File: config.mk
export PLATFORM = sky130hd
export DESIGN_NAME = double_ended_queue
export DESIGN_NICKNAME = d
export VERILOG_FILES = /design/src/rtl/core/dq_pkg.sv /design/src/rtl/core/dq_cell.sv /design/src/rtl/core/double_ended_queue.sv
export VERILOG_INCLUDE_DIRS = /design/src /design/src/rtl/core
export SDC_FILE = /design/constraint.sdc
export NUM_CORES = 1
export LEC_CHECK = 0
export ABC_AREA = 1
export BUFFER_PORTS_ARGS = -buffer_cell sky130_fd_sc_hd__buf_2
export CAP_MARGIN = 40
export CORE_MARGIN = 2
export CORE_UTILIZATION = 60
export CTS_CLUSTER_DIAMETER = 30
export DETAILED_ROUTE_END_ITERATION = 16
export PLACE_DENSITY = 0.77
export SYNTH_ARGS = -nofsm -noshare
export SYNTH_HDL_FRONTEND = slang
export SYNTH_SLANG_ARGS = --single-unit
File: constraint.sdc
create_clock -name aclk -period 9.4 [get_ports aclk]
set_input_delay 2.82 -clock aclk [delete_from_list [all_inputs] [get_ports aclk]]
set_output_delay 2.82 -clock aclk [all_outputs]
set_load 0.005 [all_outputs]
File: src/rtl/core/double_ended_queue_macros.svh
// Assertion macros shared by the deque RTL.
`ifndef DOUBLE_ENDED_QUEUE_MACROS_SVH
`define DOUBLE_ENDED_QUEUE_MACROS_SVH

// Checked on every edge outside reset.
`define DQ_ASSERT(lbl, prop, msg) \
    lbl: assert property (@(posedge aclk) disable iff (!aresetn) prop) else $error(msg);

// Checked on every edge, reset included.
`define DQ_ASSERT_ALWAYS(lbl, prop, msg) \
    lbl: assert property (@(posedge aclk) prop) else $error(msg);

`endif

File: src/rtl/core/dq_pkg.sv
// Shared constants and types for the deque.
`default_nettype none

package dq_pkg;

    localparam int DEPTH_DEF      = 16;
    localparam int DATA_WIDTH_DEF = 32;

    // input tdata: command, push_value, padded to bytes
    localparam int S_TDATA_W = 40;

    // command codes
    localparam logic [1:0] CMD_PUSH_FRONT = 2'd0;
    localparam logic [1:0] CMD_PUSH_BACK  = 2'd1;
    localparam logic [1:0] CMD_POP_FRONT  = 2'd2;
    localparam logic [1:0] CMD_POP_BACK   = 2'd3;

    // status codes
    localparam logic [1:0] ST_DONE  = 2'd0;
    localparam logic [1:0] ST_EMPTY = 2'd1;
    localparam logic [1:0] ST_FULL  = 2'd2;

    // cell operations
    typedef enum logic [2:0] {
        OP_HOLD,
        OP_PUSH_FRONT,
        OP_PUSH_BACK,
        OP_POP_FRONT,
        OP_POP_BACK
    } cell_op_t;

    typedef struct packed {
        cell_op_t op;
    } cell_ctrl_t;

endpackage

`default_nettype wire

File: src/rtl/core/dq_cell.sv
// One storage cell of the deque chain.
`default_nettype none

module dq_cell #(
    parameter int DATA_WIDTH = dq_pkg::DATA_WIDTH_DEF
) (
    input  wire logic                  aclk,
    input  wire logic                  aresetn,
    input  wire dq_pkg::cell_ctrl_t    ctrl,
    input  wire logic                  left_valid,
    input  wire logic [DATA_WIDTH-1:0] left_data,
    input  wire logic                  right_valid,
    input  wire logic [DATA_WIDTH-1:0] right_data,
    input  wire logic [DATA_WIDTH-1:0] right_tail,
    input  wire logic [DATA_WIDTH-1:0] push_word,
    output logic                       valid,
    output logic [DATA_WIDTH-1:0]      data,
    output logic [DATA_WIDTH-1:0]      tail
);
    import dq_pkg::*;

    logic                  valid_reg, valid_next;
    logic [DATA_WIDTH-1:0] data_reg, data_next;
    logic [DATA_WIDTH-1:0] tail_reg, tail_next;
    logic                  is_last;

    assign is_last = valid_reg && !right_valid;

    always_comb begin
        valid_next = valid_reg;
        data_next  = data_reg;
        unique case (ctrl.op)
            OP_PUSH_FRONT: begin
                valid_next = left_valid;
                data_next  = left_data;
            end
            OP_POP_FRONT: begin
                valid_next = right_valid;
                data_next  = right_data;
            end
            OP_PUSH_BACK: begin
                if (!valid_reg && left_valid) begin
                    valid_next = 1'b1;
                    data_next  = push_word;
                end
            end
            OP_POP_BACK: begin
                if (is_last) valid_next = 1'b0;
            end
            default: ;
        endcase
        // back word ripples toward cell zero, one cell per cycle
        tail_next = is_last ? data_reg : right_tail;
    end

    always_ff @(posedge aclk) begin
        if (!aresetn) begin
            valid_reg <= 1'b0;
        end else begin
            valid_reg <= valid_next;
        end
    end

    always_ff @(posedge aclk) begin
        data_reg <= data_next;
        tail_reg <= tail_next;
    end

    assign valid = valid_reg;
    assign data  = data_reg;
    assign tail  = tail_reg;

endmodule

`default_nettype wire

File: src/rtl/core/double_ended_queue.sv
// Top level: deque as a chain of cells with command control and output register.
// Push and pop-front results appear in the cycle after the input transfer; a pop
// from the back waits in ST_WAIT while the back word ripples down the cell chain.
// Throughput: 1 command per cycle unless the output stalls; pop-back holds the input.
// Refused commands (push when full, pop when empty) complete without a wait state.
// Reset (aresetn low, synchronous) clears the valid bits, count and control; no sweep.
`default_nettype none
`include "double_ended_queue_macros.svh"

module double_ended_queue #(
    parameter int DEPTH      = dq_pkg::DEPTH_DEF,
    parameter int DATA_WIDTH = dq_pkg::DATA_WIDTH_DEF,
    parameter int CNT_W      = $clog2(DEPTH + 1),
    parameter int M_TDATA_W  = ((35 + CNT_W + 7) / 8) * 8
) (
    input  wire logic                         aclk,
    input  wire logic                         aresetn,
    // s_tdata: [1:0] command, [33:2] push_value, [39:34] zero
    input  wire logic [dq_pkg::S_TDATA_W-1:0] s_tdata,
    input  wire logic                         s_tvalid,
    output logic                              s_tready,
    // m_tdata: [31:0] popped_value, [33:32] status, [34+CNT_W-1:34] entry_count,
    //          [34+CNT_W] is_empty, rest zero
    output logic [M_TDATA_W-1:0]              m_tdata,
    output logic                              m_tvalid,
    input  wire logic                         m_tready
);
    import dq_pkg::*;

    localparam int WAIT_W = $clog2(DEPTH);

    localparam logic ST_IDLE = 1'b0;
    localparam logic ST_WAIT = 1'b1;

    // unpacked input fields
    logic [1:0]            cmd;
    logic [31:0]           push_value;
    logic [63:0]           push_wide;
    logic [DATA_WIDTH-1:0] push_word;

    assign cmd        = s_tdata[1:0];
    assign push_value = s_tdata[33:2];
    assign push_wide  = 64'($signed(push_value));
    assign push_word  = push_wide[DATA_WIDTH-1:0];

    // control state
    logic              state_reg, state_next;
    logic [WAIT_W-1:0] wait_reg, wait_next;
    logic [CNT_W-1:0]  count_reg, count_next;
    logic              m_valid_reg, m_valid_next;
    logic [31:0]       popped_reg, popped_next;
    logic [1:0]        status_reg, status_next;
    logic [CNT_W-1:0]  ocount_reg, ocount_next;

    cell_ctrl_t ctrl;

    // cell chain taps
    logic [DEPTH-1:0]      cell_valid;
    logic [DATA_WIDTH-1:0] cell_data [DEPTH];
    logic [DATA_WIDTH-1:0] cell_tail [DEPTH];

    logic        in_xfer, out_free, is_full, is_zero, load_out;
    logic [63:0] front_wide, back_wide;

    assign out_free   = !m_valid_reg || m_tready;
    assign s_tready   = (state_reg == ST_IDLE) && out_free;
    assign in_xfer    = s_tvalid && s_tready;
    assign is_full    = (count_reg == CNT_W'(DEPTH));
    assign is_zero    = (count_reg == '0);
    assign front_wide = 64'($signed(cell_data[0]));
    assign back_wide  = 64'($signed(cell_tail[0]));

    always_comb begin
        state_next  = state_reg;
        wait_next   = wait_reg;
        count_next  = count_reg;
        popped_next = popped_reg;
        status_next = status_reg;
        ocount_next = ocount_reg;
        load_out    = 1'b0;
        ctrl.op     = OP_HOLD;

        unique case (state_reg)
            ST_IDLE: begin
                if (in_xfer) begin
                    popped_next = '0;
                    status_next = ST_DONE;
                    unique case (cmd)
                        CMD_PUSH_FRONT, CMD_PUSH_BACK: begin
                            load_out = 1'b1;
                            if (is_full) begin
                                status_next = ST_FULL;
                            end else begin
                                ctrl.op    = (cmd == CMD_PUSH_FRONT) ? OP_PUSH_FRONT
                                                                     : OP_PUSH_BACK;
                                count_next = count_reg + 1'b1;
                            end
                        end
                        CMD_POP_FRONT: begin
                            load_out = 1'b1;
                            if (is_zero) begin
                                status_next = ST_EMPTY;
                            end else begin
                                ctrl.op     = OP_POP_FRONT;
                                popped_next = front_wide[31:0];
                                count_next  = count_reg - 1'b1;
                            end
                        end
                        default: begin
                            // pop back: empty completes now, otherwise let the
                            // tail word travel down the chain
                            if (is_zero) begin
                                load_out    = 1'b1;
                                status_next = ST_EMPTY;
                            end else begin
                                state_next = ST_WAIT;
                                wait_next  = '0;
                            end
                        end
                    endcase
                    ocount_next = count_next;
                end
            end
            default: begin
                // cell valid and data hold here while the tail word settles into cell_tail[0]
                if (wait_reg != WAIT_W'(DEPTH - 1)) begin
                    wait_next = wait_reg + 1'b1;
                end else if (out_free) begin
                    load_out    = 1'b1;
                    ctrl.op     = OP_POP_BACK;
                    popped_next = back_wide[31:0];
                    status_next = ST_DONE;
                    count_next  = count_reg - 1'b1;
                    ocount_next = count_next;
                    state_next  = ST_IDLE;
                end
            end
        endcase

        if (load_out) begin
            m_valid_next = 1'b1;
        end else if (m_tready) begin
            m_valid_next = 1'b0;
        end else begin
            m_valid_next = m_valid_reg;
        end
    end

    always_ff @(posedge aclk) begin
        if (!aresetn) begin
            state_reg   <= ST_IDLE;
            wait_reg    <= '0;
            count_reg   <= '0;
            m_valid_reg <= 1'b0;
        end else begin
            state_reg   <= state_next;
            wait_reg    <= wait_next;
            count_reg   <= count_next;
            m_valid_reg <= m_valid_next;
        end
    end

    always_ff @(posedge aclk) begin
        if (load_out) begin
            popped_reg <= popped_next;
            status_reg <= status_next;
            ocount_reg <= ocount_next;
        end
    end

    // cell chain: cell 0 is the front; its left neighbor is the incoming word
    for (genvar i = 0; i < DEPTH; i++) begin : g_cell
        logic                  lv, rv;
        logic [DATA_WIDTH-1:0] ld, rd, rt;

        if (i == 0) begin : g_first
            assign lv = 1'b1;
            assign ld = push_word;
        end else begin : g_mid_l
            assign lv = cell_valid[i-1];
            assign ld = cell_data[i-1];
        end

        if (i == DEPTH - 1) begin : g_last
            assign rv = 1'b0;
            assign rd = '0;
            assign rt = '0;
        end else begin : g_mid_r
            assign rv = cell_valid[i+1];
            assign rd = cell_data[i+1];
            assign rt = cell_tail[i+1];
        end

        dq_cell #(
            .DATA_WIDTH(DATA_WIDTH)
        ) u_cell (
            .aclk       (aclk),
            .aresetn    (aresetn),
            .ctrl       (ctrl),
            .left_valid (lv),
            .left_data  (ld),
            .right_valid(rv),
            .right_data (rd),
            .right_tail (rt),
            .push_word  (push_word),
            .valid      (cell_valid[i]),
            .data       (cell_data[i]),
            .tail       (cell_tail[i])
        );
    end

    assign m_tvalid = m_valid_reg;

    // fields from bit 0 up, padding bits stay zero
    always_comb begin
        m_tdata = '0;
        m_tdata[34+CNT_W:0] = {(ocount_reg == '0), ocount_reg, status_reg, popped_reg};
    end

    // checks
    `DQ_ASSERT(a_count_range, count_reg <= CNT_W'(DEPTH), "count exceeds depth")
    `DQ_ASSERT(a_front_valid, (count_reg == '0) == !cell_valid[0], "front cell disagrees with count")
    `DQ_ASSERT(a_wait_blocks, (state_reg == ST_WAIT) |-> !s_tready, "input taken during pop-back wait")
    `DQ_ASSERT(a_pop_front_dec, (in_xfer && cmd == CMD_POP_FRONT && !is_zero) |=> (count_reg == $past(count_reg) - 1'b1), "pop front did not decrement count")
    `DQ_ASSERT_ALWAYS(a_reset_clear, !aresetn |=> (count_reg == '0 && !m_valid_reg), "reset did not clear state")

endmodule

`default_nettype wire
**Word level (Yosys, flattened, before mapping)**

Index checks and enable logic that the tools add are counted.

- Add/sub/neg operators: 3
- Eq/ne operators: 44
- Multiplexer cells: 140
- Bitwise gates (word level): 1
- Reduce and logical (&&, ||, !) cells: 82

Operators by type and width:

| cell | count |
|---|---|
| case mux 32 bit (3 select lines) | 16 |
| two-way mux 32 bit | 37 |
| inequality test 2 x 1 -> 1 bit, second input constant | 33 |
| case mux 1 bit (4 select lines) | 14 |
| two-way mux 1 bit | 45 |
| AND reduction 3 bit | 15 |
| AND reduction 2 bit | 18 |
| two-way mux 5 bit | 6 |
| two-way mux 2 bit | 10 |
| two-way mux 4 bit | 5 |
| logical AND 1 bit | 17 |
| zero test 1 bit | 16 |
| zero test 5 bit | 2 |
| case mux 5 bit (2 select lines) | 1 |
| two-way mux 3 bit | 3 |
| nonzero test 3 bit | 3 |
| AND reduction 4 bit | 2 |
| equality test 3 x 2 -> 1 bit, second input constant | 2 |
| inequality test 2 bit, second input constant | 3 |
| case mux 1 bit (3 select lines) | 2 |
| OR reduction 2 bit | 3 |
| adder 5 x 1 -> 5 bit, second input constant | 1 |
| equality test 5 bit, second input constant | 1 |
| subtractor 5 x 1 -> 5 bit, second input constant | 1 |
| other kinds (13) | 14 |

- Bits in registers: 1090
- Input bits: 44
- Output and inout port bits: 42

**Longest topological paths before layout**

Gate-level depths: netlist of run 1.

- Word-level depth: 10
- Mapped depth: 14
- Mapped depth without buffers: 12

**Hierarchy**

Synthesis of run 1 repeated with hierarchy kept, for this count alone.

- Cells, all modules: 4139
- Area, all modules: 46636.0 µm²

Modules (own cells, without submodules):

| module | instances | cells an instance | area each (µm²) | sequential area each (µm²) |
|---|---|---|---|---|
| dq_cell (g_cell[0].u_cell ...) | 13 | 239 | 2747.6 | 1621.6 |
| dq_cell (g_cell[7].u_cell ...) | 3 | 245 | 2776.4 | 1621.6 |
| double_ended_queue | 1 | 297 | 2587.5 | 1391.3 |

**Worst setup path before layout of run 1**

No wires, ideal clock.

- Path kind: input-to-reg
- Start: input port m_tready
- End: register g_cell[11].u_cell.data_reg[0] (enable)
- Arrival time: 6025 ps
- Setup slack: 2909 ps
- Cell stages on the path: 10
- Path buffers: 2
- Path through: inv_1 > nand2_1 > inv_2 > nor2_2 > nand2_1 > inv_2 > nand2_4 > buf_4 > clkbuf_1 > o21ai_0

- Cells in the longest elaborated chain, start to end: 8
- Elaborated cells between the ends (all ways): 13

RTL lines:

| element | RTL line | text |
|---|---|---|
| from (decl) | double_ended_queue.sv:26 | `input wire logic m_tready` |
| logical OR 1 bit * | double_ended_queue.sv:65 | `assign out_free = !m_valid_reg \|\| m_tready;` |
| logical AND 1 bit * | double_ended_queue.sv:66 | `assign s_tready = (state_reg == ST_IDLE) && out_free;` |
| named net s_tready | double_ended_queue.sv:21 | `output logic s_tready,` |
| logical AND 1 bit * | double_ended_queue.sv:67 | `assign in_xfer = s_tvalid && s_tready;` |
| two-way mux 2 bit * | double_ended_queue.sv:85 | `if (in_xfer) begin` |
| two-way mux 3 bit * | double_ended_queue.sv:83 | `unique case (state_reg)` |
| equality test 3 x 2 -> 1 bit or equality test 3 x 1 -> 1 bit (tied branches) | dq_cell.sv:32 | `unique case (ctrl.op)` |
| inequality test 2 x 1 -> 1 bit (no source line) or nonzero test 3 bit (tied branches) | n/a |  |
| AND reduction 2 bit (no source line) * | n/a |  |
| to (signal assigned) | dq_cell.sv:65 | `data_reg <= data_next;` |
| to (decl) | dq_cell.sv:23 | `logic [DATA_WIDTH-1:0] data_reg, data_next;` |

The timed path passes the listed nets; every way through them passes the cells marked *.
A chain may end at the register's enable or synchronous reset.

**Worst setup path in the final report of run 1**

- Start: input port s_tdata[1] in the netlist's numbering
- End: register g_cell[15].u_cell.data_reg[25] (data pin)

- Cells in the longest elaborated chain, start to end: 8
- Elaborated cells between the ends (all ways): 13

RTL lines:

| element | RTL line | text |
|---|---|---|
| from (decl) | double_ended_queue.sv:19 | `input wire logic [dq_pkg::S_TDATA_W-1:0] s_tdata,` |
| zero test 2 bit | double_ended_queue.sv:88, double_ended_queue.sv:94 |  |
| two-way mux 2 bit | double_ended_queue.sv:94 | `ctrl.op = (cmd == CMD_PUSH_FRONT) ? OP_PUSH_FRONT` |
| two-way mux 2 bit | double_ended_queue.sv:91 | `if (is_full) begin` |
| case mux 2 bit (2 select lines) * | double_ended_queue.sv:88 | `unique case (cmd)` |
| two-way mux 2 bit * | double_ended_queue.sv:85 |  |
| two-way mux 3 bit * | double_ended_queue.sv:83 |  |
| equality test 3 x 2 -> 1 bit or equality test 3 x 1 -> 1 bit (tied branches) | dq_cell.sv:32 |  |
| case mux 32 bit (3 select lines) * | dq_cell.sv:32 |  |
| named net g_cell[15].u_cell.data_next[25] | dq_cell.sv:23 |  |
| to (signal assigned) | dq_cell.sv:65 |  |
| to (decl) | dq_cell.sv:23 |  |

Marked as above.

==> results.yml, run 1 <==
clock_network:
  cts_tree: "yes"
  clkTransAtPathRegs_ps: 50
  htreeDepth: 4
  clock_tree.root_cell: "clkbuf_16"
  clockBufferDepth: 3
  postCtsSetupBuffers: 0
  hold_buffers: 0
  cts.sink_count: 1090
  cts_inserted_buffers: 161
  clk_latency_ps: 730
  cts_resized: 0
floorplanning:
  dieArea_mm2: 0.0734
  die_w_um: 271
  fp-row-count: 97
  io_pins: 86
  initial_core_util_pct: 60.8
  die_y_um: 271
  core_area_mm2: 0.0703
final_layout:
  instances_no_fill: 4985
  seq_area_mm2: 0.0273
  n_antenna_cell: 0
  final_area_mm2: 0.0491
  nets: 3954
  area_growth_pct: 14.7
  drive_above_1_share_pct: 16.2
  fillers: 4617
  multiInputGateArea_mm2: 0.0120
timing:
  slew_violations: 0
  hold_viol_final: 0
  worstMarginPinSlew_ps: 1280
  setup_viol: 0
  skew_ps: 19.2
  rsz0062_at_grt: "no"
  whs_ps: 416
  setup_tns_ps: 0
  fmax_ghz: 0.152
  relSlewSlack_pct: 14.7
  period_needed_ps: 6570
  min_period_over_period_pct: 69.9
global_route:
  grt_max_degree: 182
  antenna_found_initial: 0
  grt_pass1_vias: 27800
  grt-ovfl-total: 0
  grtUsageTotal_pct: 25.7
  grt_pass1_wl_um: 151000
setup_path:
  worst-path-max-fanout: 99
  cp.required_ps: 9920
  crit_path_top_delay_cell: "inv_8"
  critPathKind: "in -> reg"
  startpoint_type: "input pin"
  crit_chain: "buf_2 -> inv_2 -> nor2_1 -> nand2_2 -> nand2_2 -> nand2_4 -> inv_8 -> nand2_4 -> inv_4 -> nand2_1 -> o21ai_0"
  cpPeakStageDelay_ps: 670
  end_kind: "flip-flop"
  cp.arrival_ps: 7090
routing:
  num_vias: 29100
  drtPass1Iterations: 6
  vias_per_cell: 5.83
  drt_wl_total_um: 95200
  drt-wirelength-per-cell_um: 19.1
  final_antenna_net_count: 0
  drt_iter0_drc: 3144
  drc: 0
synthesis:
  synth.top_cells.by_count: "725 x nand2_1, 605 x o21ai_0, 557 x inv_1, 551 x edfxtp_1, 539 x dfxtp_1"
  ys_types: 35
  ys_ff_latch: 1090
  yosys_warnings: 0
  synth_fp_nets: 3948
  synth_edf_count: 551
  async_flop_share_pct: 0
  yosysTopAreaCell: "edfxtp_1"
  synthMostInstantiatedCell: "nand2_1"
  synth_area_mm2: 0.0428
  synth_seq_area_share_pct: 63.9
  postSynthCellCount: 3900
  synth_top_area_share_pct: 38.7
  ys.flop_type: "edfxtp_1"
  synthTopCellsByArea: "edfxtp_1 39%, dfxtp_1 25%, o21ai_0 7.1%"
  syn_avg_cell_area_um2: 11.0
pwr:
  p_sw_mw: 3.77
  p_leak_nw: 19.9
  power_density_mw_per_mm2: 295
  switching_share_pct: 26.1
  intPower_mw: 10.7
  p_comb_share_pct: 13.1
  total_power_mw: 14.4
  p_clk_share_pct: 41.9
  ir_drop_uv: 193
  sequentialPowerShare_pct: 45.0
placed_design:
  placed_area_mm2: 0.0435
  dp.cells: 4683
  place_congestion: 0.784
  dp_hpwl_um: 53000
  port_buffers: 79
job:
  drv_cap: 0
status:
  status: "completed"
hold_path:
  hp-class: "reg -> reg"
## power by group through the flow
stage / clock (mW) / combinational [mW] / sequential, mW
floorplan: 0 / 1.38 / 6.53
global placement: 0 / 1.73 / 6.55
detailed placement: 0 / 1.83 / 6.58
CTS: 6.10 / 1.88 / 6.51
global route: 6.31 / 2.12 / 6.60
finish: 6.05 / 1.89 / 6.51
## cell usage in the layout, fill, tap and decap left out, types with 7 or more instances in the layout
cell	count
o21ai_4	11
clkinv_4	14
clkbuf_1	15
clkinv_1	9
inv_1	554
o221ai_1	246
nor2_1	45
nand2_1	712
o221ai_2	170
buf_4	36
o211ai_1	33
nand2_2	35
o21ai_0	589
clkbuf_8	9
bufinv_16	18
inv_6	24
edfxtp_1	551
o21ai_1	26
a21oi_1	7
nand2_4	14
clkinvlp_4	22
nand4_1	14
nand3_1	29
buf_2	79
clkbuf_16	164
clkinv_2	21
dfxtp_1	538
## cells by family after synthesis
| kind of cell | count (synthesis) | share of synthesized area (%) |
|---|---|---|
| compound gates | 1094 | 19.2 |
| flops | 1090 | 63.9 |
| simple gates | 861 | 8.21 |
| buf+inv | 844 | 8.42 |
| xor+xnor | 7 | 0.143 |
| fa+ha+maj | 4 | 0.117 |
## per-stage QoR
stage                     util (%)  setup WS, ps
after floorplan                  -          2910
after global placement        61.7          2270
after detailed placement      61.9          2220
after CTS                     69.8          2970
after global routing          69.8          2640
final                         69.8          2830
## cell type report
class	instances	share of cell area, %
timing repair buffer	123	1.71
clock buffer	188	8.73
tap	940	2.40
multi-input combinational	1966	24.5
inverter	564	4.35
clock inverter	114	2.63
sequential	1090	55.7
## path summary, 6_finish.rpt
| check | start | end | slack [ps] | depth (start not counted) |
|---|---|---|---|---|
| max | s_tdata[1] | g_cell[15].u_cell.data[25]$_DFFE_PP_ | 2830 | 11 |
| min | g_cell[4].u_cell.tail[7]$_DFF_P_ | g_cell[3].u_cell.tail[7]$_DFF_P_ | 420 | 2 |
| max reg2reg | count_reg[0]$_SDFFE_PN0P_ | g_cell[5].u_cell.data[9]$_DFFE_PP_ | 4390 | 12 |
| min reg2reg | g_cell[4].u_cell.tail[7]$_DFF_P_ | g_cell[3].u_cell.tail[7]$_DFF_P_ | 420 | 2 |
## critical path: cells and delay by family
family          cells  cell delay (ps)
simple gates        6             2410
buf+inv             4             1430
compound gates      1              280
## per-layer routing
| metal | vias to the layer above | track usage (%) | wire length [um] |
|---|---|---|---|
| li1 | 13700 | - | - |
| met1 | 14000 | 36.3 | 41900 |
| met2 | 1184 | 40.9 | 44800 |
| met3 | 175 | 3.94 | 6530 |
| met4 | 0 | 8.56 | 1970 |
| met5 | - | 0 | 0 |
Note: power is estimated with default switching activity, not from simulation.
==> run 2, diff against run 1 <==
--- a/config.mk
+++ b/config.mk
@@ -10,10 +10,10 @@
 export BUFFER_PORTS_ARGS = -buffer_cell sky130_fd_sc_hd__buf_2
 export CAP_MARGIN = 40
 export CORE_MARGIN = 2
-export CORE_UTILIZATION = 60
+export CORE_UTILIZATION = 56
 export CTS_CLUSTER_DIAMETER = 30
 export DETAILED_ROUTE_END_ITERATION = 16
-export PLACE_DENSITY = 0.77
+export PLACE_DENSITY = 0.75
 export SYNTH_ARGS = -nofsm -noshare
 export SYNTH_HDL_FRONTEND = slang
 export SYNTH_SLANG_ARGS = --single-unit
==> constraint.sdc (replaced) <==
create_clock -name aclk -period 5.4 [get_ports aclk]
set_input_delay 1.62 -clock aclk [delete_from_list [all_inputs] [get_ports aclk]]
set_output_delay 1.62 -clock aclk [all_outputs]
set_load 0.005 [all_outputs]
==> run 2 against run 1 <==
Clock power grew 72%. Critical path type unchanged. Largest power group unchanged. Clock-buffer cell count grew 7. Non-clock buffer count grew 16. Total power grew 73%. Clock skew is essentially flat. Flip-flop and latch count is the same. Final cell count grew 1.0%. Sequential share of layout area shrank 0.26 points. Critical path depth is the same. Worst hold slack gained 2.0 ps. Sequential power grew 74%. Worst setup slack lost 1300 ps.
==> results.yml, run 2 (synthesis results as in run 1) <==
status:
  status: "completed"
global_route:
  grt-ovfl-total: 0
  grtUsageTotal_pct: 23.8
  grt_pass1_wl_um: 149000
  grt_max_degree: 163
  antenna_found_initial: 2
  grt_pass1_vias: 27400
final_layout:
  nets: 3967
  final_core_util_pct: 65.0
  final_common_cell: "nand2_1"
  seq_area_mm2: 0.0273
  layout_common_cells: "712 x nand2_1, 589 x o21ai_0, 554 x inv_1, 551 x edfxtp_1, 538 x dfxtp_1"
  area_growth_pct: 15.3
  fillers: 5395
  final_area_mm2: 0.0493
  instances_no_fill: 5036
  drive_above_1_share_pct: 16.1
  multiInputGateArea_mm2: 0.0120
routing:
  vias_per_cell: 5.72
  drt-wirelength-per-cell_um: 18.5
  drt_iter0_drc: 2903
  drt_wl_total_um: 93300
  drtPass1Iterations: 6
  num_vias: 28800
  final_antenna_net_count: 0
  drc: 0
floorplanning:
  die_w_um: 280
  fp-row-count: 101
  initial_core_util_pct: 56.4
  die_y_um: 280
  io_pins: 86
  core_area_mm2: 0.0758
  dieArea_mm2: 0.0786
setup_path:
  cp.arrival_ps: 4420
  cpMostUsedCell: "nand2_4"
  crit_path_top_delay_cell: "nand2_1"
  cpPeakStageDelay_ps: 640
  worst-path-max-fanout: 37
  end_kind: "flip-flop"
  critPathKind: "in -> reg"
  cp.required_ps: 5930
  crit_chain: "buf_2 -> inv_2 -> nor2_1 -> nand2_2 -> buf_4 -> nand2_4 -> nand2_4 -> nand2_4 -> inv_4 -> nand2_1 -> o21ai_0"
  startpoint_type: "input pin"
timing:
  slew_violations: 0
  hold_viol_final: 0
  worstMarginPinSlew_ps: 1040
  fin_ws_ps: 1510
  rsz0062_at_grt: "no"
  min_period_over_period_pct: 72.0
  setup_tns_ps: 0
  whs_ps: 418
  setup_viol: 0
  relSlewSlack_pct: 30.9
  period_needed_ps: 3890
  fmax_ghz: 0.257
  skew_ps: 19.5
placed_design:
  port_buffers: 79
  dp.cells: 4737
  place_ws_ps: 923
  placed_area_mm2: 0.0438
  dp_hpwl_um: 54800
  place_congestion: 0.807
clock_network:
  postCtsSetupBuffers: 0
  clk_latency_ps: 730
  clockBufferDepth: 3
  cts.sink_count: 1090
  cts_tree: "yes"
  clkTransAtPathRegs_ps: 50
  clock_tree.root_cell: "clkbuf_16"
  htreeDepth: 4
  cts_resized: 0
  hold_buffers: 0
  cts_inserted_buffers: 158
pwr:
  ir_drop_uv: 260
  p_leak_nw: 20.0
  total_power_mw: 25.0
  power_density_mw_per_mm2: 508
hold_path:
  hp-class: "reg -> reg"
job:
  drv_cap: 0
run 2: layout make-up:
cell class,instances,share of cell area [%]
Sequential cell,1090,55.5
Multi-Input combinational cell,1966,24.4
Clock buffer,195,8.68
Inverter,564,4.33
Clock inverter,102,2.54
Tap cell,978,2.48
Timing Repair Buffer,139,2.09
Antenna cell,2,0.0102
run 2: report_power, final:
part           switching [mW]  total, mW  internal (mW)
clock network            3.75       10.4           6.69
registers               0.502       11.3           10.8
logic                    2.14       3.29           1.15
total                    6.39       25.0           18.7
run 2: worst max-delay path, delay by kind of cell:
kind,cells,cell delay [ps]
buffers and inverters,4,1030
and+or+nand+nor,6,1410
AOI/OAI and AO/OA,1,280
run 2: layer usage:
metal	vias to the layer above	wire (um)	track usage (%)
li1	13700	-	-
met1	13900	41400	33.7
met2	1066	43900	37.7
met3	130	6250	3.78
met4	0	1720	7.60
met5	-	0	0
run 2: worst paths after layout:
path | end | cells after the start | slack [ps] | startpoint
max reg2reg | g_cell[15].u_cell.data[25]$_DFFE_PP_ | 11 | 1830 | count_reg[0]$_SDFFE_PN0P_
min reg2reg | g_cell[9].u_cell.tail[11]$_DFF_P_ | 2 | 420 | g_cell[10].u_cell.tail[11]$_DFF_P_
max | g_cell[15].u_cell.data[25]$_DFFE_PP_ | 11 | 1510 | s_tdata[1]
min | g_cell[9].u_cell.tail[11]$_DFF_P_ | 2 | 420 | g_cell[10].u_cell.tail[11]$_DFF_P_
